<file path="config.mk">
export PLATFORM = sky130hd
export DESIGN_NAME = button_stepped_pwm_duty
export DESIGN_NICKNAME = d
export VERILOG_FILES = /design/src/rtl/bspd_pkg.sv /design/src/rtl/button_stepped_pwm_duty.sv /design/src/rtl/bspd_front.sv /design/src/rtl/bspd_cmp_unit.sv /design/src/rtl/bspd_back.sv
export SDC_FILE = /design/constraint.sdc
export NUM_CORES = 1
export LEC_CHECK = 0
export BUFFER_PORTS_ARGS = -buffer_cell sky130_fd_sc_hd__buf_4
export CAP_MARGIN = 20
export CORE_MARGIN = 8
export CORE_UTILIZATION = 40
export DETAILED_ROUTE_END_ITERATION = 10
export GPL_ROUTABILITY_DRIVEN = 1
export PLACE_DENSITY = 0.57
export SETUP_SLACK_MARGIN = 0.5
export SYNTH_ARGS = -nofsm -noshare
export SYNTH_HDL_FRONTEND = slang
export SYNTH_SLANG_ARGS = --single-unit
</file>
<file path="constraint.sdc">
create_clock -name clk -period 8.7 [get_ports clk]
set_input_delay 1.74 -clock clk [delete_from_list [all_inputs] [get_ports clk]]
set_output_delay 1.74 -clock clk [all_outputs]
set_load 0.02 [all_outputs]
</file>
<file path="src/rtl/bspd_pkg.sv">
// shared types and constants for the button stepped pwm duty block
package bspd_pkg;

  localparam int CFG_W          = 16;
  localparam int CFG_AW         = 1;
  localparam int COUNT_WIDTH_DEF = 16;
  localparam int Q_DEPTH        = 2;
  localparam int TENS_W         = 4;
  localparam int PROD_W         = CFG_W + TENS_W;
  localparam int OUT_W          = 40;
  localparam int IN_W           = 8;

  // register indexes on the config port
  localparam logic [CFG_AW-1:0] REG_PERIOD_TOP = 1'b0;
  localparam logic [CFG_AW-1:0] REG_DEBOUNCE   = 1'b1;

  localparam logic [CFG_W-1:0] TOP_RESET = 16'd15624;
  localparam logic [CFG_W-1:0] DEB_RESET = 16'd781;
  localparam logic [CFG_W-1:0] CMP_RESET = 16'd1562;

  // duty is kept in tens of percent
  localparam logic [TENS_W-1:0] TENS_MIN = 4'd1;
  localparam logic [TENS_W-1:0] TENS_MAX = 4'd10;
  localparam logic [6:0]        DUTY_STEP = 7'd10;

  // floor(x / 10) = (x * DIV10_RECIP) >> DIV10_SHIFT, exact for x below 2**22
  localparam logic [PROD_W-1:0] DIV10_RECIP = 20'hCCCCD;
  localparam int                DIV10_SHIFT = 23;

  typedef enum logic [1:0] {
    PH_IDLE,
    PH_PRESS,
    PH_REL_WAIT,
    PH_RELEASE
  } phase_t;

  typedef struct packed {
    logic down_pr;
    logic up_pr;
  } item_t;

  typedef struct packed {
    logic              start;
    logic              load_act;
    logic [CFG_W-1:0]  top;
    logic [TENS_W-1:0] tens;
  } cmp_req_t;

  typedef struct packed {
    logic             valid;
    logic             load_act;
    logic [CFG_W-1:0] value;
  } cmp_rsp_t;

endpackage

</file>
<file path="src/rtl/button_stepped_pwm_duty.sv">
// top level of the button stepped pwm duty block
// Each input beat is one prescaled timer tick carrying the two active-low
// button levels, and each tick yields one output beat with the pwm level, the
// duty in percent, the active compare value and the counter value. A tick
// normally follows the last one back to back. A tick that steps the
// duty, and a period_top write, start the compare unit: the product is
// registered, then divided by ten and loaded into the pending compare on the
// following edge. The next tick is held until that load, while the two-beat
// input queue keeps taking beats. The compare value loads into the active
// register at the counter wrap. Write the config registers only while no tick
// is in flight.
module button_stepped_pwm_duty #(
  parameter int COUNT_WIDTH = bspd_pkg::COUNT_WIDTH_DEF
) (
  input  logic                         clk,
  input  logic                         rst_n,
  input  logic                         in_tvalid,
  output logic                         in_tready,
  input  logic [bspd_pkg::IN_W-1:0]    in_tdata,   // up_button_level, down_button_level
  output logic                         out_tvalid,
  input  logic                         out_tready,
  output logic [bspd_pkg::OUT_W-1:0]   out_tdata,  // pwm_level, duty_now, compare_value, count_value
  input  logic                         cfg_we,
  input  logic [bspd_pkg::CFG_AW-1:0]  cfg_addr,
  input  logic [bspd_pkg::CFG_W-1:0]   cfg_data
);

  logic               q_valid;
  logic               q_ready;
  bspd_pkg::item_t    q_item;
  bspd_pkg::cmp_req_t cmp_req;
  bspd_pkg::cmp_rsp_t cmp_rsp;

  bspd_front u_front (
    .clk       (clk),
    .rst_n     (rst_n),
    .in_tvalid (in_tvalid),
    .in_tready (in_tready),
    .in_tdata  (in_tdata),
    .q_valid   (q_valid),
    .q_item    (q_item),
    .q_ready   (q_ready)
  );

  bspd_cmp_unit u_cmp (
    .clk   (clk),
    .rst_n (rst_n),
    .req   (cmp_req),
    .rsp   (cmp_rsp)
  );

  bspd_back #(
    .COUNT_WIDTH (COUNT_WIDTH)
  ) u_back (
    .clk        (clk),
    .rst_n      (rst_n),
    .q_valid    (q_valid),
    .q_item     (q_item),
    .q_ready    (q_ready),
    .out_tvalid (out_tvalid),
    .out_tready (out_tready),
    .out_tdata  (out_tdata),
    .cfg_we     (cfg_we),
    .cfg_addr   (cfg_addr),
    .cfg_data   (cfg_data),
    .cmp_req    (cmp_req),
    .cmp_rsp    (cmp_rsp)
  );

endmodule

</file>
<file path="src/rtl/bspd_front.sv">
// input side: takes tick beats, decodes button presses, two-entry queue to the back
module bspd_front (
  input  logic                       clk,
  input  logic                       rst_n,
  input  logic                       in_tvalid,
  output logic                       in_tready,
  input  logic [bspd_pkg::IN_W-1:0]  in_tdata,
  output logic                       q_valid,
  output bspd_pkg::item_t            q_item,
  input  logic                       q_ready
);

  bspd_pkg::item_t mem_r [bspd_pkg::Q_DEPTH];
  logic [1:0]      cnt_r, cnt_nxt;
  logic            wr_ptr_r, wr_ptr_nxt;
  logic            rd_ptr_r, rd_ptr_nxt;
  logic            push, pop;
  bspd_pkg::item_t in_item;

  // buttons are active low
  assign in_item.up_pr   = ~in_tdata[0];
  assign in_item.down_pr = ~in_tdata[1];

  assign in_tready = (cnt_r != 2'(bspd_pkg::Q_DEPTH));
  assign q_valid   = (cnt_r != 2'd0);
  assign q_item    = mem_r[rd_ptr_r];
  assign push      = in_tvalid && in_tready;
  assign pop       = q_valid && q_ready;

  always_comb begin
    cnt_nxt    = cnt_r;
    wr_ptr_nxt = wr_ptr_r;
    rd_ptr_nxt = rd_ptr_r;
    if (push) begin
      wr_ptr_nxt = ~wr_ptr_r;
    end
    if (pop) begin
      rd_ptr_nxt = ~rd_ptr_r;
    end
    if (push && !pop) begin
      cnt_nxt = cnt_r + 2'd1;
    end else if (pop && !push) begin
      cnt_nxt = cnt_r - 2'd1;
    end
  end

  always_ff @(posedge clk) begin
    if (!rst_n) begin
      cnt_r    <= 2'd0;
      wr_ptr_r <= 1'b0;
      rd_ptr_r <= 1'b0;
    end else begin
      cnt_r    <= cnt_nxt;
      wr_ptr_r <= wr_ptr_nxt;
      rd_ptr_r <= rd_ptr_nxt;
    end
  end

  always_ff @(posedge clk) begin
    if (push) begin
      mem_r[wr_ptr_r] <= in_item;
    end
  end

endmodule

</file>
<file path="src/rtl/bspd_cmp_unit.sv">
// two-stage compare computation: top * tens, then divide by ten via reciprocal
module bspd_cmp_unit (
  input  logic                clk,
  input  logic                rst_n,
  input  bspd_pkg::cmp_req_t  req,
  output bspd_pkg::cmp_rsp_t  rsp
);

  logic [bspd_pkg::PROD_W-1:0]   prod_r;
  logic                          v1_r;
  logic                          ld1_r;
  logic [2*bspd_pkg::PROD_W-1:0] scaled;

  assign scaled = (2*bspd_pkg::PROD_W)'(prod_r)
                * (2*bspd_pkg::PROD_W)'(bspd_pkg::DIV10_RECIP);

  assign rsp.valid    = v1_r;
  assign rsp.load_act = ld1_r;
  assign rsp.value    = bspd_pkg::CFG_W'(scaled >> bspd_pkg::DIV10_SHIFT);

  always_ff @(posedge clk) begin
    if (!rst_n) begin
      v1_r <= 1'b0;
    end else begin
      v1_r <= req.start;
    end
  end

  always_ff @(posedge clk) begin
    if (req.start) begin
      prod_r <= bspd_pkg::PROD_W'(req.top) * bspd_pkg::PROD_W'(req.tens);
      ld1_r  <= req.load_act;
    end
  end

endmodule

</file>
<file path="src/rtl/bspd_back.sv">
// tick side: debounce sequencer, timer counter, compare buffering, output register
module bspd_back #(
  parameter int COUNT_WIDTH = bspd_pkg::COUNT_WIDTH_DEF
) (
  input  logic                         clk,
  input  logic                         rst_n,
  input  logic                         q_valid,
  input  bspd_pkg::item_t              q_item,
  output logic                         q_ready,
  output logic                         out_tvalid,
  input  logic                         out_tready,
  output logic [bspd_pkg::OUT_W-1:0]   out_tdata,
  input  logic                         cfg_we,
  input  logic [bspd_pkg::CFG_AW-1:0]  cfg_addr,
  input  logic [bspd_pkg::CFG_W-1:0]   cfg_data,
  output bspd_pkg::cmp_req_t           cmp_req,
  input  bspd_pkg::cmp_rsp_t           cmp_rsp
);

  localparam int TOP_W = (COUNT_WIDTH < bspd_pkg::CFG_W) ? COUNT_WIDTH : bspd_pkg::CFG_W;
  localparam int CW    = bspd_pkg::CFG_W;
  localparam int TW    = bspd_pkg::TENS_W;

  logic [TOP_W-1:0]       top_r, top_nxt;
  logic [CW-1:0]          deb_r, deb_nxt;
  logic [COUNT_WIDTH-1:0] cnt_r, cnt_nxt;
  logic [CW-1:0]          act_r, act_nxt;
  logic [CW-1:0]          pend_r, pend_nxt;
  logic [TW-1:0]          tens_r, tens_nxt;
  bspd_pkg::phase_t       phase_r, phase_nxt;
  logic                   sdown_r, sdown_nxt;
  logic [CW-1:0]          wait_r, wait_nxt;
  logic                   out_valid_r, out_valid_nxt;
  logic [bspd_pkg::OUT_W-1:0] out_data_r, out_data_nxt;

  logic          fire;
  logic          wrap;
  logic          served_pr;
  logic [CW-1:0] wait_inc;
  logic          wait_done;
  logic          step_go;
  logic          pwm;

  // compare pipeline busy holds ticks so the new compare is in place first
  assign fire    = q_valid && !cmp_rsp.valid && (!out_valid_r || out_tready);
  assign q_ready = fire;
  assign wrap    = (cnt_r >= COUNT_WIDTH'(top_r));
  assign pwm     = (32'(cnt_r) <= 32'(act_r));

  assign served_pr = sdown_r ? q_item.down_pr : q_item.up_pr;
  assign wait_inc  = (wait_r == '1) ? wait_r : wait_r + CW'(1);
  assign wait_done = (wait_inc >= deb_r);

  assign out_tvalid = out_valid_r;
  assign out_tdata  = out_data_r;

  always_comb begin
    top_nxt       = top_r;
    deb_nxt       = deb_r;
    cnt_nxt       = cnt_r;
    act_nxt       = act_r;
    pend_nxt      = pend_r;
    tens_nxt      = tens_r;
    phase_nxt     = phase_r;
    sdown_nxt     = sdown_r;
    wait_nxt      = wait_r;
    out_valid_nxt = out_valid_r;
    out_data_nxt  = out_data_r;
    step_go       = 1'b0;
    cmp_req       = '0;

    if (out_tready) begin
      out_valid_nxt = 1'b0;
    end

    if (fire) begin
      out_valid_nxt = 1'b1;
      out_data_nxt  = {16'(cnt_r), act_r, 7'(tens_r) * bspd_pkg::DUTY_STEP, pwm};

      unique case (phase_r)
        bspd_pkg::PH_IDLE: begin
          if (q_item.up_pr) begin
            sdown_nxt = 1'b0;
            phase_nxt = bspd_pkg::PH_PRESS;
            wait_nxt  = '0;
          end else if (q_item.down_pr) begin
            sdown_nxt = 1'b1;
            phase_nxt = bspd_pkg::PH_PRESS;
            wait_nxt  = '0;
          end
        end
        bspd_pkg::PH_PRESS: begin
          wait_nxt = wait_inc;
          if (wait_done) begin
            phase_nxt = served_pr ? bspd_pkg::PH_REL_WAIT : bspd_pkg::PH_IDLE;
          end
        end
        bspd_pkg::PH_REL_WAIT: begin
          if (!served_pr) begin
            phase_nxt = bspd_pkg::PH_RELEASE;
            wait_nxt  = '0;
          end
        end
        bspd_pkg::PH_RELEASE: begin
          wait_nxt = wait_inc;
          if (wait_done) begin
            phase_nxt = bspd_pkg::PH_IDLE;
            if (sdown_r) begin
              if (tens_r > bspd_pkg::TENS_MIN) begin
                tens_nxt = tens_r - TW'(1);
                step_go  = 1'b1;
              end
            end else if (tens_r < bspd_pkg::TENS_MAX) begin
              tens_nxt = tens_r + TW'(1);
              step_go  = 1'b1;
            end
          end
        end
        default: begin
          phase_nxt = bspd_pkg::PH_IDLE;
        end
      endcase

      if (wrap) begin
        cnt_nxt = '0;
        act_nxt = pend_r;
      end else begin
        cnt_nxt = cnt_r + COUNT_WIDTH'(1);
      end

      // a step on a wrapping tick also lands in the active compare when done
      if (step_go) begin
        cmp_req.start    = 1'b1;
        cmp_req.load_act = wrap;
        cmp_req.top      = CW'(top_r);
        cmp_req.tens     = tens_nxt;
      end
    end

    if (cmp_rsp.valid) begin
      pend_nxt = cmp_rsp.value;
      if (cmp_rsp.load_act) begin
        act_nxt = cmp_rsp.value;
      end
    end

    if (cfg_we) begin
      unique case (cfg_addr)
        bspd_pkg::REG_PERIOD_TOP: begin
          top_nxt          = TOP_W'(cfg_data);
          cmp_req.start    = 1'b1;
          cmp_req.load_act = 1'b0;
          cmp_req.top      = CW'(TOP_W'(cfg_data));
          cmp_req.tens     = tens_r;
        end
        bspd_pkg::REG_DEBOUNCE: begin
          deb_nxt = cfg_data;
        end
        default: begin
          deb_nxt = deb_r;
        end
      endcase
    end
  end

  always_ff @(posedge clk) begin
    if (!rst_n) begin
      top_r       <= TOP_W'(bspd_pkg::TOP_RESET);
      deb_r       <= bspd_pkg::DEB_RESET;
      cnt_r       <= '0;
      act_r       <= bspd_pkg::CMP_RESET;
      pend_r      <= bspd_pkg::CMP_RESET;
      tens_r      <= bspd_pkg::TENS_MIN;
      phase_r     <= bspd_pkg::PH_IDLE;
      sdown_r     <= 1'b0;
      wait_r      <= '0;
      out_valid_r <= 1'b0;
    end else begin
      top_r       <= top_nxt;
      deb_r       <= deb_nxt;
      cnt_r       <= cnt_nxt;
      act_r       <= act_nxt;
      pend_r      <= pend_nxt;
      tens_r      <= tens_nxt;
      phase_r     <= phase_nxt;
      sdown_r     <= sdown_nxt;
      wait_r      <= wait_nxt;
      out_valid_r <= out_valid_nxt;
    end
  end

  always_ff @(posedge clk) begin
    out_data_r <= out_data_nxt;
  end

endmodule

</file>
==> results by stage <==
Cells and area:
- The number of filler cells placed in the layout is 4233.
- The area taken by multi-input logic gates is 11700 µm².
- The finished layout holds 2471 standard cells, fillers aside.
- The repair_antennas step left the layout with diodes totalling 0.
- The share of final-layout standard cells stronger than drive strength 1 is 8.01%.
- The final design area excluding fillers is 19100 µm².
- The sequential cell area is 4120 µm².
- The number of nets in the layout is 2345.
- The synthesis-to-finish area growth is 9.62%.

Critical path:
- The logic depth of the worst register-to-register path is 30.
- The number of logic stages on the critical path including buffering is 30.
- The family of cells with the greatest summed delay on the critical path is compound AO/OA/AOI/OAI gates.
- For flop-to-flop paths, the worst setup slack is 1.12 ns.
- The critical register-to-register path startpoint is u_back.wait_r[0].
- For the worst setup path, the data required time is 8.88 ns.
- STA puts the critical path data arrival time at 7.76 ns.
- The type of the setup path with the least slack is reg -> reg.
- The worst register-to-register path ends at u_cmp.prod_r[18].
- STA classifies the critical path endpoint as a flop.
- The critical path contains buffers and inverters numbering 2 combined.
- The critical path's largest stage delay is 0.47 ns.
- The worst setup path is launched from a flop.
- Of all nets on the critical path, the largest fanout is 12.
- The largest individual stage delay along the critical path comes from the cell sky130_fd_sc_hd__fa_1.

Logic synthesis:
- The net count after synthesis is 2300.
- The total standard cell area after synthesis is 17400 µm².
- The synthesized design spends more area on one cell type than any other, namely sky130_fd_sc_hd__ha_1.
- Of the post-synthesis cell area, the dominant cell type holds 19.7%.
- The async set-or-reset flop fraction in the synthesized netlist is 0%.
- Counting instances in the post-synthesis netlist gives the leading cell types as sky130_fd_sc_hd__inv_1, sky130_fd_sc_hd__ha_1, sky130_fd_sc_hd__fa_1, sky130_fd_sc_hd__nand2_1, sky130_fd_sc_hd__dfxtp_1.
- The library cell with the highest instance count after synthesis is sky130_fd_sc_hd__inv_1.
- The number of warning messages in the yosys log is 0.
- Synthesis produced a netlist whose cell count is 1828.
- The post-synthesis cell type count is 77.
- For this run, the leading register cell type out of synthesis is sky130_fd_sc_hd__dfxtp_1.
- The post-synthesis register bit count is 174.
- After synthesis, the mean cell area works out to 9.52 µm².
- Of the synthesized area, sequential elements account for 23.7%.
- After synthesis, the cell types taking the most area are sky130_fd_sc_hd__ha_1, sky130_fd_sc_hd__fa_1, sky130_fd_sc_hd__dfxtp_1, sky130_fd_sc_hd__edfxtp_1, sky130_fd_sc_hd__inv_1.
- The number of flops mapped to enable cells by yosys is 64.

STA:
- The max-slew violation count is 0.
- In this run the tightest slew margin relative to its limit is 34.7%.
- The worst-margin pin slew is 0.971 ns.
- The count of endpoints failing hold in the final timing report is 0.
- Across all hold checks on the routed design, the worst slack comes to 0.457 ns.
- Adding up every negative setup slack in the final design gives 0 ns.
- Setup repair after global routing left no endpoint under its margin.
- The routed design could run at a clock period as short as 7.58 ns.
- The portion of the clock cycle consumed by the worst path in the final layout is 87.1%.
- The maximum frequency from static timing analysis is 132 MHz.
- Setup violations remaining at the end of the flow were counted as 0.
- On the final layout, the worst clock skew is 0.0173 ns.

Floorplan:
- For this design the top-level I/O count stands at 72.
- For this configuration, the core starts out at a cell density of 40.5%.
- The number of core rows is 76.
- The die footprint is 50400 µm².
- The width of the chip is 225 µm.
- The floorplan step set the die height to 225 µm.
- The core area is 43000 µm².

Power and ir drop:
- After layout, the design draws a total of 5.39 mW.
- IR analysis of the VDD net gives a maximum drop of 211 µV.
- The total power divided by cell area is 283 nW/µm².
- The analysis attributes to cell leakage a power of 9.15 nW.

GRT:
- The overall overflow remaining after global route is 0.
- The via count of the first global-routing pass is 13300.
- The pin count of the biggest net entering global routing is 53.
- The first global-routing pass estimated 69200 µm of wire.
- The overall track demand over capacity in global routing is 17.1%.
- The number of antenna violations at the first check in global routing was 0.

Clock network:
- The TritonCTS clock tree is done.
- The CTS root buffer is sky130_fd_sc_hd__clkbuf_16.
- The total CTS buffers is 17.
- The maximum level of the CTS H-tree is 4.
- The later-pin clock latency in the skew report is 0.45 ns.
- Clock-pin slew was measured on the worst setup and hold paths at 0.07 ns.
- Counting along the longest clock path gives a buffer depth of 2.
- Clock tree synthesis found a total of 174 sinks.

Placement:
- Detailed placement finished with a half-perimeter wire length of 34200 µm.
- The number of cells in the design after placement is 2431.
- In this run the tool buffered the top-level ports with 64 buffer cells.
- The area after detailed placement is 18400 µm².
- The final weighted congestion of routability-driven global placement is 0.884.

Job:
- The count of max-cap constraint violations is 0.

Worst hold path:
- The worst hold path begins at u_back.deb_r[13].
- The path with the worst hold slack has its endpoint at u_back.deb_r[13].
- Counting instances, the worst hold path has a depth of 2.
- The worst min-delay path class is reg -> reg.

Routing:
- The number of design rule violations left after detail routing is 0.
- The total wire length after detailed routing is 41700 µm.
- In the final routed layout, each cell accounts on average for 16.9 µm.
- The detail route stage leaves a number of antenna-violating nets equal to 0.
- Dividing the detail-routed via count by the number of cells gives 5.20.
- After the first detailed-routing iteration, the DRC count stood at 704.
- Before antenna repair, the detailed router went through 5 iterations.
- Detailed routing inserted a total of 12800 vias.

Run status:
- The flow ran to the end, and the final reports show no timing, DRC or antenna violations.
where the power goes:
part	internal [mW]	switching [mW]
Sequential	0.978	0.0793
Combinational	1.42	2.15
Clock	0.409	0.350
Total	2.81	2.58
tightest hold or removal path, delay by kind of cell (launching register included):
kind	cells	cell delay, ns
flops	1	0.31
simple gates	1	0.05
compound gates	1	0.05
layout make-up:
type / instances / share of cell area (%)
sequential: 174 / 21.6
clock buffer: 20 / 2.34
tap: 585 / 3.84
multi-input combinational: 1255 / 61.6
inverter: 345 / 6.79
timing repair buffer: 80 / 3.15
clock inverter: 12 / 0.669
kinds of logic (layout without fill, tap and decap cells):
logic type / after synthesis / in the layout / synth area share, %
fa+ha+maj: 442 / 442 / 39.0
buf+inv: 399 / 457 / 8.95
simple gates: 388 / 388 / 11.0
compound gates: 329 / 329 / 12.2
flops: 174 / 174 / 23.7
xor+xnor: 64 / 64 / 3.22
mux: 31 / 31 / 1.91
other cells: 1 / 1 / 0.0216
cell usage in the layout, fill, tap and decap left out, types with 17 or more instances in the layout:
master,n
sky130_fd_sc_hd__inv_1,343
sky130_fd_sc_hd__ha_1,274
sky130_fd_sc_hd__fa_1,168
sky130_fd_sc_hd__nand2_1,118
sky130_fd_sc_hd__dfxtp_1,110
sky130_fd_sc_hd__o21ai_0,89
sky130_fd_sc_hd__a21oi_1,84
sky130_fd_sc_hd__nor2_1,83
sky130_fd_sc_hd__buf_4,80
sky130_fd_sc_hd__nand3_1,77
sky130_fd_sc_hd__edfxtp_1,64
sky130_fd_sc_hd__xnor2_1,37
sky130_fd_sc_hd__xor2_1,27
sky130_fd_sc_hd__a21o_1,25
sky130_fd_sc_hd__nor3_1,23
sky130_fd_sc_hd__nand4_1,19
sky130_fd_sc_hd__o21a_1,18
sky130_fd_sc_hd__mux2i_1,17
sky130_fd_sc_hd__clkbuf_16,17
worst max path at each step:
| stage | from | to | slack [ns] |
|---|---|---|---|
| after floorplan | u_back.wait_r[0] | u_cmp.prod_r[19] | 1.78 |
| after global placement | u_back.wait_r[0] | u_cmp.prod_r[19] | 0.90 |
| after detailed placement | u_back.wait_r[0] | u_cmp.prod_r[18] | 0.87 |
| after CTS | u_back.wait_r[0] | u_cmp.prod_r[18] | 0.82 |
| after global routing | u_back.wait_r[0] | u_cmp.prod_r[19] | 0.56 |
| final | u_back.wait_r[0] | u_cmp.prod_r[18] | 1.12 |
state kept, by name (all words and copies together) (netlist names), named ones only:
name / cells
u_cmp.v1_r: 1
u_back.tens_r: 4
u_back.cnt_r: 16
u_front.cnt_r: 2
u_back.wait_r: 16
u_front.wr_ptr_r: 1
u_back.pend_r: 16
u_back.act_r: 16
u_back.out_tvalid: 1
u_back.sdown_r: 1
u_front.mem_r: 4
u_cmp.ld1_r: 1
u_back.top_r: 16
u_back.phase_r: 1
u_front.rd_ptr_r: 1
u_back.deb_r: 16
u_cmp.prod_r: 20
u_back.out_tdata: 39
repair_timing:
action	in CTS	in global routing
setup buffers	0	8
hold buffers	0	0
gates resized for setup	0	4
endpoints found under the setup margin	0	3
through the flow:
stage / setup slack (ns) / util, %
CTS: 0.820 / 44.2
floorplan: 1.78 / -
global placement: 0.904 / 42.8
global route: 0.559 / 44.4
finish: 1.12 / 44.4
detailed placement: 0.871 / 42.8
layer usage:
metal / part of all wire, % / vias to the layer above / wire (µm) / track usage (%)
met5: 0 / - / 0 / 0
met2: 48 / 240 / 20100 / 28.9
met4: 2.3 / 0 / 971 / 5.21
met3: 3.4 / 64 / 1440 / 2.76
li1: - / 6243 / - / -
met1: 46 / 6294 / 19200 / 22.4
Note: power is estimated with default switching activity, not from simulation.
